`config.mk`:
```
export PLATFORM = sky130hd
export DESIGN_NAME = iee_alu
export DESIGN_NICKNAME = d
export VERILOG_FILES = /design/src/rtl/iee_pkg.sv /design/src/rtl/iee_alu.sv
export SDC_FILE = /design/constraint.sdc
export NUM_CORES = 2
export LEC_CHECK = 0
export ABC_AREA = 1
export BUFFER_PORTS_ARGS = -buffer_cell sky130_fd_sc_hd__buf_2
export CAP_MARGIN = 20
export CORE_ASPECT_RATIO = 1.5
export CORE_MARGIN = 3
export CORE_UTILIZATION = 40
export CTS_BUF_LIST = sky130_fd_sc_hd__clkbuf_2
export CTS_CLUSTER_DIAMETER = 40
export DETAILED_ROUTE_END_ITERATION = 12
export PLACE_DENSITY = 0.61
export RECOVER_POWER = 25
export SYNTH_ARGS = -nofsm -noshare
export SYNTH_HDL_FRONTEND = slang
export SYNTH_SLANG_ARGS = --single-unit
```
`constraint.sdc`:
```
create_clock -name clk_i -period 8 [get_ports clk_i]
set_input_delay 0 -clock clk_i [delete_from_list [all_inputs] [get_ports clk_i]]
set_output_delay 0 -clock clk_i [all_outputs]
set_load 0.005 [all_outputs]
```
`src/rtl/iee_pkg.sv`:
```
// Package of the infix expression evaluator: token codes, status codes, widths.
package iee_pkg;
  localparam int unsigned ValueWidth = 48;
  localparam int unsigned CmdWidth = 3;
  localparam int unsigned StatusWidth = 2;
  localparam int unsigned DefStackDepth = 64;
  localparam int unsigned DefFracBits = 16;

  typedef enum logic [CmdWidth-1:0] {
    CmdNum = 3'd0, CmdAdd = 3'd1, CmdSub = 3'd2, CmdMul = 3'd3,
    CmdDiv = 3'd4, CmdOpen = 3'd5, CmdClose = 3'd6, CmdEnd = 3'd7
  } cmd_e;

  typedef enum logic [StatusWidth-1:0] {
    StOk = 2'd0, StDivZero = 2'd1, StOverflow = 2'd2, StMalformed = 2'd3
  } status_e;

  typedef struct packed {
    logic start;
    cmd_e op;
  } alu_req_t;

  typedef struct packed {
    logic done;
    logic div_zero;
  } alu_rsp_t;
endpackage

```
`src/rtl/iee_alu.sv`:
```
// Shared fixed-point arithmetic unit: saturating add and subtract, multiply, divide.
module iee_alu #(
  parameter int unsigned FracBits = iee_pkg::DefFracBits
) (
  input  logic clk_i,
  input  logic rst_ni,
  input  iee_pkg::alu_req_t req_i,
  input  logic signed [iee_pkg::ValueWidth-1:0] a_i,
  input  logic signed [iee_pkg::ValueWidth-1:0] b_i,
  output iee_pkg::alu_rsp_t rsp_o,
  output logic signed [iee_pkg::ValueWidth-1:0] res_o
);
  import iee_pkg::*;
  localparam int unsigned W = ValueWidth;
  localparam int unsigned NW = W + FracBits;
  localparam int unsigned PW = 2 * W;
  localparam int unsigned CW = $clog2(NW + 1);
  localparam logic [PW-1:0] MagPos = PW'({1'b0, {(W-1){1'b1}}});
  localparam logic [PW-1:0] MagNeg = PW'({1'b1, {(W-1){1'b0}}});

  localparam logic [2:0] SIdle = 3'd0;
  localparam logic [2:0] SMul = 3'd1;
  localparam logic [2:0] SDiv = 3'd2;
  localparam logic [2:0] SPack = 3'd3;
  localparam logic [2:0] SDone = 3'd4;

  logic [2:0] state_q, state_d;
  logic [CW-1:0] cnt_q, cnt_d;
  logic [PW-1:0] acc_q, acc_d;
  logic [NW-1:0] num_q, num_d;
  logic [W:0] rem_q, rem_d;
  logic [W-1:0] ma_q, ma_d, mb_q, mb_d;
  logic neg_q, neg_d;
  logic signed [W-1:0] res_q, res_d;
  logic dz_q, dz_d;

  logic [W-1:0] mag_a, mag_b;
  logic signed [W:0] sum;
  logic [W:0] rsh;

  assign mag_a = a_i[W-1] ? W'(-a_i) : W'(a_i);
  assign mag_b = b_i[W-1] ? W'(-b_i) : W'(b_i);
  assign sum = (req_i.op == CmdSub) ? ((W+1)'(a_i) - (W+1)'(b_i))
                                    : ((W+1)'(a_i) + (W+1)'(b_i));
  assign rsh = {rem_q[W-1:0], num_q[NW-1]};

  always_comb begin
    state_d = state_q; cnt_d = cnt_q; acc_d = acc_q; num_d = num_q;
    rem_d = rem_q; ma_d = ma_q; mb_d = mb_q; neg_d = neg_q;
    res_d = res_q; dz_d = dz_q;
    unique case (state_q)
      SIdle: begin
        if (req_i.start) begin
          neg_d = a_i[W-1] ^ b_i[W-1];
          ma_d = mag_a; mb_d = mag_b; dz_d = 1'b0; cnt_d = '0;
          acc_d = '0; rem_d = '0;
          num_d = NW'(mag_a) << FracBits;
          unique case (req_i.op)
            CmdMul: state_d = SMul;
            CmdDiv: begin
              if (b_i == '0) begin
                dz_d = 1'b1; state_d = SDone;
              end else begin
                state_d = SDiv;
              end
            end
            default: begin
              if (sum[W] != sum[W-1]) res_d = sum[W] ? {1'b1, {(W-1){1'b0}}}
                                                     : {1'b0, {(W-1){1'b1}}};
              else res_d = sum[W-1:0];
              state_d = SDone;
            end
          endcase
        end
      end
      SMul: begin
        if (mb_q[cnt_q[$clog2(W)-1:0]]) acc_d = acc_q + (PW'(ma_q) << cnt_q);
        cnt_d = cnt_q + 1'b1;
        if (cnt_q == CW'(W - 1)) begin
          acc_d = (mb_q[cnt_q[$clog2(W)-1:0]] ? acc_q + (PW'(ma_q) << cnt_q) : acc_q)
                  >> FracBits;
          state_d = SPack;
        end
      end
      SDiv: begin
        num_d = num_q << 1;
        cnt_d = cnt_q + 1'b1;
        if (rsh >= {1'b0, mb_q}) begin
          rem_d = rsh - {1'b0, mb_q};
          acc_d = {acc_q[PW-2:0], 1'b1};
        end else begin
          rem_d = rsh;
          acc_d = {acc_q[PW-2:0], 1'b0};
        end
        if (cnt_q == CW'(NW - 1)) state_d = SPack;
      end
      SPack: begin
        if (neg_q) res_d = (acc_q > MagNeg) ? {1'b1, {(W-1){1'b0}}} : W'(-acc_q[W-1:0]);
        else res_d = (acc_q > MagPos) ? {1'b0, {(W-1){1'b1}}} : acc_q[W-1:0];
        state_d = SDone;
      end
      SDone: state_d = SIdle;
      default: state_d = SIdle;
    endcase
  end

  always_ff @(posedge clk_i or negedge rst_ni) begin
    if (!rst_ni) begin
      state_q <= SIdle;
      cnt_q <= '0;
    end else begin
      state_q <= state_d;
      cnt_q <= cnt_d;
    end
  end

  always_ff @(posedge clk_i) begin
    acc_q <= acc_d; num_q <= num_d; rem_q <= rem_d; ma_q <= ma_d;
    mb_q <= mb_d; neg_q <= neg_d; res_q <= res_d; dz_q <= dz_d;
  end

  assign rsp_o.done = (state_q == SDone);
  assign rsp_o.div_zero = dz_q;
  assign res_o = res_q;

`ifndef ASSERT_OFF
  assert property (@(posedge clk_i) disable iff (!rst_ni)
    rsp_o.done |=> state_q == SIdle) else $error("done not followed by idle");
  assert property (@(posedge clk_i) disable iff (!rst_ni)
    (state_q == SPack) |=> rsp_o.done) else $error("pack not followed by done");
  assert property (@(posedge clk_i) disable iff (!rst_ni)
    (state_q == SDiv) |-> !dz_q) else $error("dividing by zero");
`endif
endmodule
```
==> results_dict.tcl <==
set metrics [dict create \
    outcome "finished, violations left" \
    violations "capacitance limit, slew limit" \
    synth_top_cell_by_area "edfxtp_1" \
    crit_path_frequent_cell "nand3_1" \
    hold_violations 0 \
    p_leak_nw 22.9 \
    setup_viol 0 \
    holdWs_ps 72.3 \
    grt_max_degree 163 \
    syn2layout_area_growth_pct 15.5 \
    seq_power_share_pct 19.2 \
    boundaryPins 152 \
    synth_xor_area_share_pct 4.89 \
    place_area_um2 43900 \
    portBuffers 151 \
    synth_edf_count 338 \
    grt_pass1_wl_um 335000 \
    slowest_stage "o21ai_0" \
    rsz0062_at_grt "no" \
    synth.avg_cell_area_um2 6.04 \
    max-vdd-ir-drop_uv 415 \
    synth_common_cells "nand2_1 (2196), inv_1 (936), nor2_1 (839)" \
    drt_pass1_iterations 7 \
    design_area_um2 48200 \
    comb_power_share_pct 73.2 \
    fmax_mhz 140 \
    synth-simple-area-share_pct 38.8 \
    grt_usage_pct 42.8 \
    dieArea_um2 108000 \
    antenna_found_initial 15 \
    synth_compound_area_share_pct 13.9 \
    synth_area_leaders "edfxtp_1 (24%), nand2_1 (20%), inv_1 (8.4%)" \
    die_x_um 270 \
    tightest_slew_ps 3810 \
    synthAdderAreaFrac_pct 5.99 \
    seq_area_frac_synth_pct 24.9 \
    synth_top_family_by_area "simple AND/OR/NAND/NOR gates" \
    post_synth_num_cell_types 61 \
    place.gp.congestion 1.13 \
    clock_skew_ps 218 \
    drc 0 \
    cts_made_buffers 91 \
    p_sw_share_pct 61.4 \
    clk_pin_slew_worst_paths_ps 120 \
    slew_viol_final 295 \
    die_h_um 402 \
    rows 144 \
    setup_ws_ps 847 \
    htree_levels 3 \
    final_layout_size_suffix_gt1_share_pct 6.40 \
    root_buffer "clkbuf_2" \
    arrival_ps 8250 \
    synth_nets 7209 \
    async_reset_ff_share_pct 2.87 \
    ys.flop_type "edfxtp_1" \
    yosys.cell_count.top_type "nand2_1" \
    clock-sinks 348 \
    cp-start-kind "flip-flop" \
    yosysWarnings 0 \
    drt_iter0_drc 5389 \
    start_util_pct 40.5 \
    ant_nets 0 \
    max_stage_delay_ps 800 \
    path_max_fanout 46 \
    synth.top_cell.area_share_pct 24.3 \
    nets 7665 \
    layout_min_cycle_time_ps 7150 \
    critPathCaptureType "flip-flop" \
    ctsResizeCount 0 \
    synthMuxAreaShare_pct 0.432 \
    p_int_mw 8.06 \
    cts_tree "built" \
    fin_tns_setup_ps 0 \
    clockBufferDepth 3 \
    netlist_area_um2 41700 \
    dp_hpwl_um 193000 \
    hold_path_class "in -> reg" \
    grt.overflow.total 0 \
    switchingPower_mw 12.8 \
    clock_latency_ps 1410 \
    via_per_inst 5.69 \
    synthCells 6909 \
    p_per_area_nw_per_um2 433 \
    synth-seq-cells 348 \
    maxCapViolations 6 \
    power.share.clock_pct 7.5 \
    num_vias 50300 \
    wl_per_cell_um 26.9 \
    coreArea_um2 103000 \
    wl_um 238000 \
    grt_pass1_vias 48500 \
    relSlewSlack_pct -154 \
    critPathRequiredTime_ps 9100 \
    path_cells "inv_2 -> buf_4 -> nand2_1 -> nand3_1 -> nand3_1 -> nor2_1 -> o21ai_0 -> o22ai_1 -> ha_1 -> nand2_1 -> nor2_1 -> nand3_1 -> nor2_1 -> inv_1 -> nor3_1 -> nand4_1 -> nand4_1 -> nand3_1 -> nand3_1 -> nand3_1" \
    final_util_pct 46.8 \
    path_class "reg -> reg" \
    pre_cts_ws_ps 1470 \
    layout_worst_path_cycle_share_pct 89.4 \
]
==> power by group through the flow <==
stage / sequential, mW / combinational [mW] / clock [mW]
floorplan: 3.64 / 9.17 / 0
global placement: 3.97 / 14.5 / 0
detailed placement: 3.97 / 14.4 / 0
CTS: 3.94 / 14.7 / 1.59
global route: 4.06 / 16.4 / 1.66
finish: 4.02 / 15.3 / 1.57
==> final cells by class <==
cell class	count	area, um^2
fillers	11400	54800
multi-input cells	5396	26800
flip-flops and latches	348	10400
repair buffers	563	4650
inverters	965	3630
well taps	1387	1740
clock buffers	119	596
clock inverters	44	408
diodes	15	37.5
==> placed cells by master, fill, tap and decap left out, types with 70 or more instances in the layout <==
| cell type | count |
|---|---|
| nand2_1 | 2195 |
| nor2_1 | 835 |
| o21ai_0 | 347 |
| buf_2 | 107 |
| xor2_1 | 151 |
| ha_1 | 195 |
| buf_4 | 72 |
| nand3_1 | 562 |
| inv_1 | 935 |
| xnor2_1 | 80 |
| nand4_1 | 84 |
| o21ai_1 | 138 |
| nor3_1 | 70 |
| edfxtp_1 | 338 |
| dlygate4sd3_1 | 327 |
| clkbuf_2 | 119 |
| a21oi_1 | 308 |
==> registers in the layout, summed over array words and instances, names as in the netlist <==
signal / cells
cnt_q: 7
mb_q: 48
dz_q: 1
acc_q: 96
neg_q: 1
rem_q: 48
num_q: 48
res_o: 48
state_q: 3
ma_q: 48
==> layer usage <==
metal | global-route usage [%] | up-vias | share of wire (%)
li1 | - | 23400 | -
met1 | 41.5 | 23200 | 32
met2 | 72.3 | 2718 | 47
met3 | 9.55 | 993 | 7.4
met4 | 46.0 | 12 | 13
met5 | 0 | - | 0.030
==> kinds of logic (layout without fill, tap and decap cells) <==
family          after synthesis  after routing
simple gates               3909           3909
buf+inv                    1165           1691
compound gates             1039           1039
flops                       348            348
xor+xnor                    232            232
fa+ha+maj                   198            198
mux                          18             18
other cells                   0             15
==> critical path, delay by kind of cell (launching register included) <==
family / cells / cell delay [ps]
and+or+nand+nor: 14 / 3530
buffers and inverters: 3 / 1010
AOI/OAI and AO/OA: 2 / 1010
DFF: 1 / 750
adders and majority gates: 1 / 500
==> through the flow <==
stage | total power, mW | std cells
final | 20.9 | 8837
after global routing | 22.1 | 8827
after global placement | 18.4 | 8321
after CTS | 20.2 | 8813
after detailed placement | 18.4 | 8324
after floorplan | 12.8 | 6909
==> repair_timing <==
| action | 4_1_cts | 5_1_grt |
|---|---|---|
| hold buffers | 326 | 1 |
| hold endpoints to repair | 453 | 1 |
| buffers inserted | 0 | 0 |
==> final timing paths <==
kind / from / end / slack, ps / cells after the start
worst max-delay path: cnt_q[0] / acc_q[66] / 850 / 20
worst min-delay path: b_i[39] / mb_q[39] / 70 / 5
worst max register to register: cnt_q[0] / acc_q[66] / 850 / 20
worst min register to register: num_q[58] / num_q[59] / 430 / 2
max in group asynchronous: rst_ni / state_q[2] / 6970 / 4
min in group asynchronous: rst_ni / cnt_q[1] / 330 / 4
No activity file was read; power rests on OpenSTA's default activity.
